### config.mk
export PLATFORM = sky130hd
export DESIGN_NAME = fragment_reassembly_tracker_core
export DESIGN_NICKNAME = d
export VERILOG_FILES = /design/src/rtl/frt_pkg.sv /design/src/rtl/frt_unit.sv /design/src/rtl/frt_table.sv /design/src/rtl/frt_seq.sv /design/src/rtl/fragment_reassembly_tracker_core.sv
export SDC_FILE = /design/constraint.sdc
export NUM_CORES = 1
export LEC_CHECK = 0
export BUFFER_PORTS_ARGS = -buffer_cell sky130_fd_sc_hd__clkbuf_2
export CAP_MARGIN = 20
export CORE_AREA = 3 3 400 204
export DETAILED_ROUTE_END_ITERATION = 16
export DIE_AREA = 0 0 403 207
export PLACE_DENSITY_LB_ADDON = 0.15
export SLEW_MARGIN = 20
export SYNTH_ARGS = -nofsm -noshare
export SYNTH_HDL_FRONTEND = slang
export SYNTH_SLANG_ARGS = --single-unit
export TNS_END_PERCENT = 30
### constraint.sdc
create_clock -name clk -period 25.7 [get_ports clk]
set_clock_uncertainty 0.2 [all_clocks]
set_input_delay 5.14 -clock clk [delete_from_list [all_inputs] [get_ports clk]]
set_output_delay 5.14 -clock clk [all_outputs]
set_load 0.02 [all_outputs]
### src/rtl/frt_pkg.sv
// Shared types, constants and helpers for the fragment reassembly tracker.
// Used by every module under rtl/; depends on nothing.
package frt_pkg;

  localparam int SLOTS = 8;
  localparam int SLOT_W = (SLOTS > 1) ? $clog2(SLOTS) : 1;
  localparam logic [SLOT_W-1:0] SCAN_LAST = SLOT_W'(SLOTS - 1);

  localparam logic [31:0] TYPE_COMMAND_DONE    = 32'h8000_0003;
  localparam logic [31:0] TYPE_INDICATE_STATUS = 32'h8000_0007;

  typedef enum logic [2:0] {
    VERDICT_PENDING        = 3'd0,
    VERDICT_COMPLETE       = 3'd1,
    VERDICT_WRONG_TYPE     = 3'd2,
    VERDICT_NO_START       = 3'd3,
    VERDICT_COUNT_MISMATCH = 3'd4,
    VERDICT_OUT_OF_ORDER   = 3'd5,
    VERDICT_TABLE_FULL     = 3'd6
  } verdict_t;

  typedef enum logic [2:0] {
    ST_IDLE,
    ST_TYPE_A,
    ST_TYPE_B,
    ST_SCAN,
    ST_CHK_TOTAL,
    ST_CHK_ORDER,
    ST_CHK_MORE,
    ST_EMIT
  } state_t;

  typedef enum logic [1:0] {
    UOP_EQ,      // a == b
    UOP_INC_EQ,  // a + 1 == b (32-bit wrap)
    UOP_INC_LT   // a + 1 < b (33-bit)
  } unit_op_t;

  typedef enum logic [1:0] {
    TWR_NONE,
    TWR_ALLOC,
    TWR_SET_LAST,
    TWR_FREE
  } tbl_op_t;

  typedef struct packed {
    logic [31:0] tid;
    logic [31:0] total;
    logic [31:0] last;
  } entry_t;

  typedef struct packed {
    tbl_op_t           op;
    logic [SLOT_W-1:0] addr;
    entry_t            entry;
  } tbl_wr_t;

  typedef struct packed {
    verdict_t    verdict;
    logic [2:0]  slot;
    logic [31:0] tid;
  } result_t;

  // slot number as reported: low three bits, zero extended when narrower
  function automatic logic [2:0] slot_field(input logic [SLOT_W-1:0] s);
    logic [SLOT_W+2:0] w;
    w = (SLOT_W + 3)'(s);
    return w[2:0];
  endfunction

endpackage

### src/rtl/frt_unit.sv
// Shared 32-bit compare / increment unit used by the sequencer for every check.
// Depends on frt_pkg.
module frt_unit (
  input  frt_pkg::unit_op_t op,
  input  logic [31:0]       a,
  input  logic [31:0]       b,
  output logic              flag
);
  import frt_pkg::*;

  logic [32:0] sum;

  assign sum = {1'b0, a} + 33'd1;

  always_comb begin
    case (op)
      UOP_EQ:     flag = (a == b);
      UOP_INC_EQ: flag = (sum[31:0] == b);
      UOP_INC_LT: flag = (sum < {1'b0, b});
      default:    flag = 1'b0;
    endcase
  end

endmodule

### src/rtl/frt_table.sv
// Open-transaction table: per-slot valid flops plus id / total / last index.
// One read address, one write per cycle. Depends on frt_pkg.
module frt_table (
  input  logic                       clk,
  input  logic                       rst,
  input  logic [frt_pkg::SLOT_W-1:0] rd_addr,
  output logic                       rd_valid,
  output frt_pkg::entry_t            rd_entry,
  input  frt_pkg::tbl_wr_t           wr
);
  import frt_pkg::*;

  logic [SLOTS-1:0] valid;
  entry_t           entries [SLOTS];

  assign rd_valid = valid[rd_addr];
  assign rd_entry = entries[rd_addr];

  always_ff @(posedge clk) begin
    if (rst) begin
      valid <= '0;
    end else begin
      case (wr.op)
        TWR_ALLOC: valid[wr.addr] <= 1'b1;
        TWR_FREE:  valid[wr.addr] <= 1'b0;
        default:   ;
      endcase
    end
  end

  // payload carries no reset; only read behind a valid bit
  always_ff @(posedge clk) begin
    case (wr.op)
      TWR_ALLOC:    entries[wr.addr] <= wr.entry;
      TWR_SET_LAST: entries[wr.addr].last <= wr.entry.last;
      default:      ;
    endcase
  end

  a_alloc_free_slot: assert property (@(posedge clk) disable iff (rst)
    wr.op == TWR_ALLOC |-> !valid[wr.addr])
    else $error("allocation into an occupied slot");

  a_free_open_slot: assert property (@(posedge clk) disable iff (rst)
    wr.op == TWR_FREE |-> valid[wr.addr])
    else $error("freeing a slot that is not open");

  a_update_open_slot: assert property (@(posedge clk) disable iff (rst)
    wr.op == TWR_SET_LAST |-> valid[wr.addr])
    else $error("index update on a slot that is not open");

endmodule

### src/rtl/frt_seq.sv
// Sequencer: type check, slot scan and entry checks, all through frt_unit.
// Depends on frt_pkg, frt_unit, frt_table.
module frt_seq (
  input  logic             clk,
  input  logic             rst,
  input  logic             in_valid,
  output logic             in_ready,
  input  logic [31:0]      in_tid,
  input  logic [31:0]      in_type,
  input  logic [31:0]      in_total,
  input  logic [31:0]      in_index,
  output logic             res_valid,
  input  logic             res_take,
  output frt_pkg::result_t res
);
  import frt_pkg::*;

  state_t            state, state_next;
  logic [SLOT_W-1:0] cnt, cnt_next;
  logic [SLOT_W-1:0] hit, hit_next;
  logic [SLOT_W-1:0] free_slot, free_slot_next;
  logic              free_found, free_found_next;
  logic [31:0]       tid, tid_next;
  logic [31:0]       mtype, mtype_next;
  logic [31:0]       total, total_next;
  logic [31:0]       index, index_next;
  verdict_t          verdict, verdict_next;
  logic [2:0]        slot, slot_next;

  unit_op_t          u_op;
  logic [31:0]       u_a, u_b;
  logic              u_flag;

  logic [SLOT_W-1:0] rd_addr;
  logic              rd_valid;
  entry_t            rd_entry;
  tbl_wr_t           wr;

  logic [SLOT_W-1:0] new_slot;
  logic              free_any;

  frt_unit u_unit (
    .op   (u_op),
    .a    (u_a),
    .b    (u_b),
    .flag (u_flag)
  );

  frt_table u_table (
    .clk      (clk),
    .rst      (rst),
    .rd_addr  (rd_addr),
    .rd_valid (rd_valid),
    .rd_entry (rd_entry),
    .wr       (wr)
  );

  assign new_slot = free_found ? free_slot : cnt;
  assign free_any = free_found | ~rd_valid;

  assign res.verdict = verdict;
  assign res.slot    = slot;
  assign res.tid     = tid;

  always_ff @(posedge clk) begin
    if (rst) begin
      state      <= ST_IDLE;
      free_found <= 1'b0;
    end else begin
      state      <= state_next;
      free_found <= free_found_next;
    end
  end

  always_ff @(posedge clk) begin
    cnt       <= cnt_next;
    hit       <= hit_next;
    free_slot <= free_slot_next;
    tid       <= tid_next;
    mtype     <= mtype_next;
    total     <= total_next;
    index     <= index_next;
    verdict   <= verdict_next;
    slot      <= slot_next;
  end

  always_comb begin
    state_next      = state;
    cnt_next        = cnt;
    hit_next        = hit;
    free_slot_next  = free_slot;
    free_found_next = free_found;
    tid_next        = tid;
    mtype_next      = mtype;
    total_next      = total;
    index_next      = index;
    verdict_next    = verdict;
    slot_next       = slot;
    in_ready        = 1'b0;
    res_valid       = 1'b0;
    u_op            = UOP_EQ;
    u_a             = mtype;
    u_b             = TYPE_COMMAND_DONE;
    rd_addr         = cnt;
    wr.op           = TWR_NONE;
    wr.addr         = hit;
    wr.entry.tid    = tid;
    wr.entry.total  = total;
    wr.entry.last   = index;

    case (state)
      ST_IDLE: begin
        in_ready = 1'b1;
        if (in_valid) begin
          tid_next        = in_tid;
          mtype_next      = in_type;
          total_next      = in_total;
          index_next      = in_index;
          cnt_next        = '0;
          free_found_next = 1'b0;
          state_next      = ST_TYPE_A;
        end
      end

      ST_TYPE_A: begin
        state_next = u_flag ? ST_SCAN : ST_TYPE_B;
      end

      ST_TYPE_B: begin
        u_b = TYPE_INDICATE_STATUS;
        if (u_flag) begin
          state_next = ST_SCAN;
        end else begin
          verdict_next = VERDICT_WRONG_TYPE;
          slot_next    = 3'd0;
          state_next   = ST_EMIT;
        end
      end

      // one slot per cycle; lowest free slot is remembered on the way
      ST_SCAN: begin
        u_a = rd_entry.tid;
        u_b = tid;
        if (rd_valid && u_flag) begin
          hit_next   = cnt;
          state_next = ST_CHK_TOTAL;
        end else begin
          if (!rd_valid && !free_found) begin
            free_slot_next  = cnt;
            free_found_next = 1'b1;
          end
          if (cnt == SCAN_LAST) begin
            state_next = ST_EMIT;
            slot_next  = 3'd0;
            if (index != 32'd0) begin
              verdict_next = VERDICT_NO_START;
            end else if (total == 32'd1) begin
              verdict_next = VERDICT_COMPLETE;
            end else if (total == 32'd0) begin
              verdict_next = VERDICT_COUNT_MISMATCH;
            end else if (free_any) begin
              wr.op         = TWR_ALLOC;
              wr.addr       = new_slot;
              wr.entry.last = 32'd0;
              verdict_next  = VERDICT_PENDING;
              slot_next     = slot_field(new_slot);
            end else begin
              verdict_next = VERDICT_TABLE_FULL;
            end
          end else begin
            cnt_next = cnt + SLOT_W'(1);
          end
        end
      end

      ST_CHK_TOTAL: begin
        rd_addr = hit;
        u_a     = rd_entry.total;
        u_b     = total;
        if (u_flag) begin
          state_next = ST_CHK_ORDER;
        end else begin
          verdict_next = VERDICT_COUNT_MISMATCH;
          slot_next    = slot_field(hit);
          state_next   = ST_EMIT;
        end
      end

      ST_CHK_ORDER: begin
        rd_addr = hit;
        u_op    = UOP_INC_EQ;
        u_a     = rd_entry.last;
        u_b     = index;
        if (u_flag) begin
          wr.op      = TWR_SET_LAST;
          state_next = ST_CHK_MORE;
        end else begin
          verdict_next = VERDICT_OUT_OF_ORDER;
          slot_next    = slot_field(hit);
          state_next   = ST_EMIT;
        end
      end

      ST_CHK_MORE: begin
        rd_addr   = hit;
        u_op      = UOP_INC_LT;
        u_a       = index;
        u_b       = total;
        slot_next = slot_field(hit);
        if (u_flag) begin
          verdict_next = VERDICT_PENDING;
        end else begin
          wr.op        = TWR_FREE;
          verdict_next = VERDICT_COMPLETE;
        end
        state_next = ST_EMIT;
      end

      ST_EMIT: begin
        res_valid = 1'b1;
        if (res_take) begin
          state_next = ST_IDLE;
        end
      end

      default: begin
        state_next = ST_IDLE;
      end
    endcase
  end

endmodule

### src/rtl/fragment_reassembly_tracker_core.sv
// Top level of the fragment reassembly tracker: stream ports, output register.
// Depends on frt_pkg and frt_seq (which holds frt_unit and frt_table).
//
//  channel | dir | payload (tdata, low bit up)                        | handshake
//  s_axis  | in  | transaction_id, message_type, fragment_total, index | s_tvalid/s_tready
//  m_axis  | out | verdict, slot, done_transaction, 2 pad bits         | m_tvalid/m_tready
//
// From acceptance to result a fragment passes a type check against the two
// tracked types, a table scan at one slot per cycle, up to 3 entry checks,
// then the hand-off to the output register; all checks share one compare unit.
// rst is synchronous; it closes all table entries and empties the output.
// A result waiting on m_tready does not block the next fragment's work
// until that fragment reaches its own hand-off.
module fragment_reassembly_tracker_core (
  input  logic         clk,
  input  logic         rst,
  input  logic         s_tvalid,
  output logic         s_tready,
  input  logic [127:0] s_tdata,   // transaction_id, message_type, fragment_total, fragment_index
  output logic         m_tvalid,
  input  logic         m_tready,
  output logic [39:0]  m_tdata    // verdict[2:0], slot[5:3], done_transaction[37:6], zeros
);
  import frt_pkg::*;

  logic    res_valid;
  logic    res_take;
  result_t res;
  result_t out_q;

  frt_seq u_seq (
    .clk       (clk),
    .rst       (rst),
    .in_valid  (s_tvalid),
    .in_ready  (s_tready),
    .in_tid    (s_tdata[31:0]),
    .in_type   (s_tdata[63:32]),
    .in_total  (s_tdata[95:64]),
    .in_index  (s_tdata[127:96]),
    .res_valid (res_valid),
    .res_take  (res_take),
    .res       (res)
  );

  assign res_take = res_valid && (!m_tvalid || m_tready);

  always_ff @(posedge clk) begin
    if (rst) begin
      m_tvalid <= 1'b0;
    end else if (res_take) begin
      m_tvalid <= 1'b1;
    end else if (m_tready) begin
      m_tvalid <= 1'b0;
    end
  end

  always_ff @(posedge clk) begin
    if (res_take) begin
      out_q <= res;
    end
  end

  assign m_tdata = {2'b00, out_q.tid, out_q.slot, out_q.verdict};

endmodule

==> results.cfg <==
[worst_setup_path]
crit_top_cell = buf_4
r2r_end = u_seq.u_table.entries[2][49]
r2r_slack_ns = 12.38
cp-start-kind = flop
critPathSlowestCell = nor4_1
cp-end-kind = flop
critPathTopFamily = compound AO/OA/AOI/OAI gates
crit_type = reg2reg
path_buf_inv = 8
required_ns = 25.81
slowest_delay_ns = 0.97
worstPathArrival_ns = 13.43
reg2regPathDepth = 38
path_max_fanout = 161
r2r_start = u_seq.state[0]

[finish]
seqCellArea_um2 = 28800
multi_input_area_um2 = 11800
nFillCells = 6108
area_delta_synth_final_pct = 11.4
final_core_util = 0.587
fin_nets = 3218
layout.cells.non_filler = 4168
mostFrequentLayoutCells = 949 x edfxtp_1, 354 x nand2_1, 172 x clkbuf_2
postLayoutCellArea_um2 = 46200
final_common_cell = edfxtp_1
drive_above_1_share = 0.153

[clock_tree]
cts_tree = built
clk_pin_slew_ns = 0.07
clk_latency_ns = 0.69
cts_buffers = 83
ctsHoldBuffers = 0
cts_resized = 0
post_cts_buffers = 0
clockRootBuffer = clkbuf_16
cts_sinks = 962
cts_buffer_depth = 3
h-tree-depth = 3

[placed_design]
dpl_worst_slack_ns = 12.56
gp_congestion = 0.963
dp.cells = 4014
postPlaceCellArea_um2 = 43500
io_buffer_count = 171
hpwlAfterDp_mm = 93.7

[power_and_ir_drop]
p_int_mw = 3.13
vdd_ir_drop_max_uv = 81.2
total_leakage_power_nw = 15.5
powerDensity_nw_per_um2 = 110
pwr-share-clk = 0.250
seqPwrFrac = 0.398
finalPower_mw = 5.09
switching_share = 0.385
pwr-share-comb = 0.351
switchingPower_mw = 1.96

[grt]
grt_first_pass_wirelength_mm = 201
grt_max_degree = 162
grtUsageTotal = 0.340
overflow = 0
grt_pass1_vias = 26600
antenna_found_initial = 8

[hold_path]
hold_path.class = reg2reg
min_from = u_seq.slot[1]
holdPathStages = 0
hold_path_end = m_tdata[4]

[sta]
hold_violations = 0
fin_hold_ws_ns = 0.221
fin_ws_ns = 12.38
setup_violations = 0
max_freq_ghz = 0.0751
period_share = 0.518
drv_slew = 0
tns_ns = 0
worst_pin_slew_ns = 1.19
timing.slew.headroom = 0.199
grt_setup_unrepaired = false
min_period_ns = 13.32

[synthesis]
yosys.area_share.adder = 0.0109
synth_area_per_cell_um2 = 14.2
synth_edf_count = 949
ys_async_sr_fraction = 0
synthMuxAreaShare = 0.0466
synth_xor_area_frac = 0.0144
synth_top_family_by_area = compound AO/OA/AOI/OAI gates
syn-instance-count = 2914
ys_seq_area_frac = 0.693
ys.flop_type = edfxtp_1
synth-seq-cells = 962
synth_top_area_cell = edfxtp_1
synth_top_area_share = 0.687
synth_top_cells_by_area = edfxtp_1 69%, mux2i_1 3.7%, nand2_1 3.2%
netlist-cell-type-count = 103
synth_simple_gate_area_frac = 0.0944
ys_warn_count = 0
synth_compound_area_frac = 0.112
syn_area_um2 = 41500

[floorplanning]
die-area_um2 = 83400
rows = 73
die_w_um = 403
ios = 174
core_um2 = 78700
initial_utilization = 0.527
fp.dieH_um = 207

[run]
cap_violations = 0

[status]
outcome = finished, final reports clean

[route]
ant_nets = 0
drc = 0
first_pass_iters = 8
totalWireLength_mm = 144
drt_iter0_drc = 5148
wl_per_cell_um = 34.5
viasPerCell = 6.83
via_count = 28500
==> worst reg2reg max path, delay by kind of cell (launching register included) <==
| kind | cells | cell delay, ns |
|---|---|---|
| AO/OA/AOI/OAI | 18 | 4.35 |
| XOR/XNOR | 1 | 0.15 |
| adder cells (fa/ha/maj) | 3 | 0.78 |
| buffers and inverters | 8 | 3.80 |
| flip-flops | 1 | 0.75 |
| AND/OR/NAND/NOR | 8 | 2.83 |
==> cell usage after synthesis, types with 18 or more instances <==
master	count
clkbuf_1	108
buf_4	26
o22ai_1	32
a32oi_1	20
a21o_1	19
edfxtp_1	949
a21oi_1	115
and2_1	18
nor2_1	82
nor4_1	33
nand2_1	356
inv_1	32
and3_1	33
a21boi_0	26
a22oi_1	32
buf_2	50
a31oi_1	29
nand3_1	112
nor3_1	32
a311o_1	19
mux2i_1	155
a221oi_1	30
a211oi_1	38
xnor2_1	51
nand4_1	27
o21ai_0	62
ha_1	36
a22o_1	51
==> power by group through the flow <==
stage          sequential (mW)  combinational [mW]  clock, mW
2_1_floorplan             1.95                1.15          0
3_3_place_gp              2.04                1.70          0
3_5_place_dp              2.05                1.70          0
4_1_cts                   2.02                1.71       1.28
5_1_grt                   2.03                1.87       1.34
6_report                  2.03                1.79       1.27
==> routing by layer <==
metal | track usage | routed length (µm)
met5 | 0 | 26
met4 | 0.0849 | 3620
met3 | 0.147 | 24100
met2 | 0.423 | 54300
met1 | 0.536 | 61800
==> layout make-up <==
| type | count | area share |
|---|---|---|
| Clock inverter | 40 | 0.00888 |
| Timing Repair Buffer | 260 | 0.0337 |
| Multi-Input combinational cell | 1708 | 0.255 |
| Inverter | 35 | 0.00295 |
| Clock buffer | 111 | 0.0490 |
| Tap cell | 1050 | 0.0284 |
| Antenna cell | 2 | 0.000108 |
| Sequential cell | 962 | 0.622 |
==> logic make-up after synthesis <==
kind of cell	count (synthesis)
fa+ha+maj	36
buf+inv	245
simple gates	799
other cells	1
flops	962
mux	178
xor+xnor	68
compound gates	625
==> sequential cells by signal, summed over array words and instances (netlist names), named ones only <==
signal                 flops
u_seq.u_table.entries    768
u_seq.cnt                  3
m_tvalid                   1
u_seq.free_found           1
u_seq.state                3
u_seq.verdict              3
u_seq.total               32
u_seq.hit                  3
u_seq.index               32
m_tdata                   38
u_seq.slot                 3
u_seq.tid                 32
u_seq.free_slot            3
u_seq.mtype               32
==> worst max-delay path by stage <==
stage	startpoint	to	slack, ns	depth (start not counted)
3_3_place_gp	u_seq.state[1]	u_seq.u_table.entries[0][50]	12.84	38
6_report	u_seq.state[0]	u_seq.u_table.entries[2][49]	12.38	38
3_5_place_dp	u_seq.state[1]	u_seq.u_table.entries[2][81]	12.56	38
5_1_grt	u_seq.state[0]	u_seq.u_table.entries[0][79]	11.92	38
2_1_floorplan	u_seq.cnt[1]	u_seq.u_table.entries[4][32]	7.65	34
4_1_cts	u_seq.state[1]	u_seq.u_table.entries[2][50]	12.52	38
(Power assumes the default switching activity.)
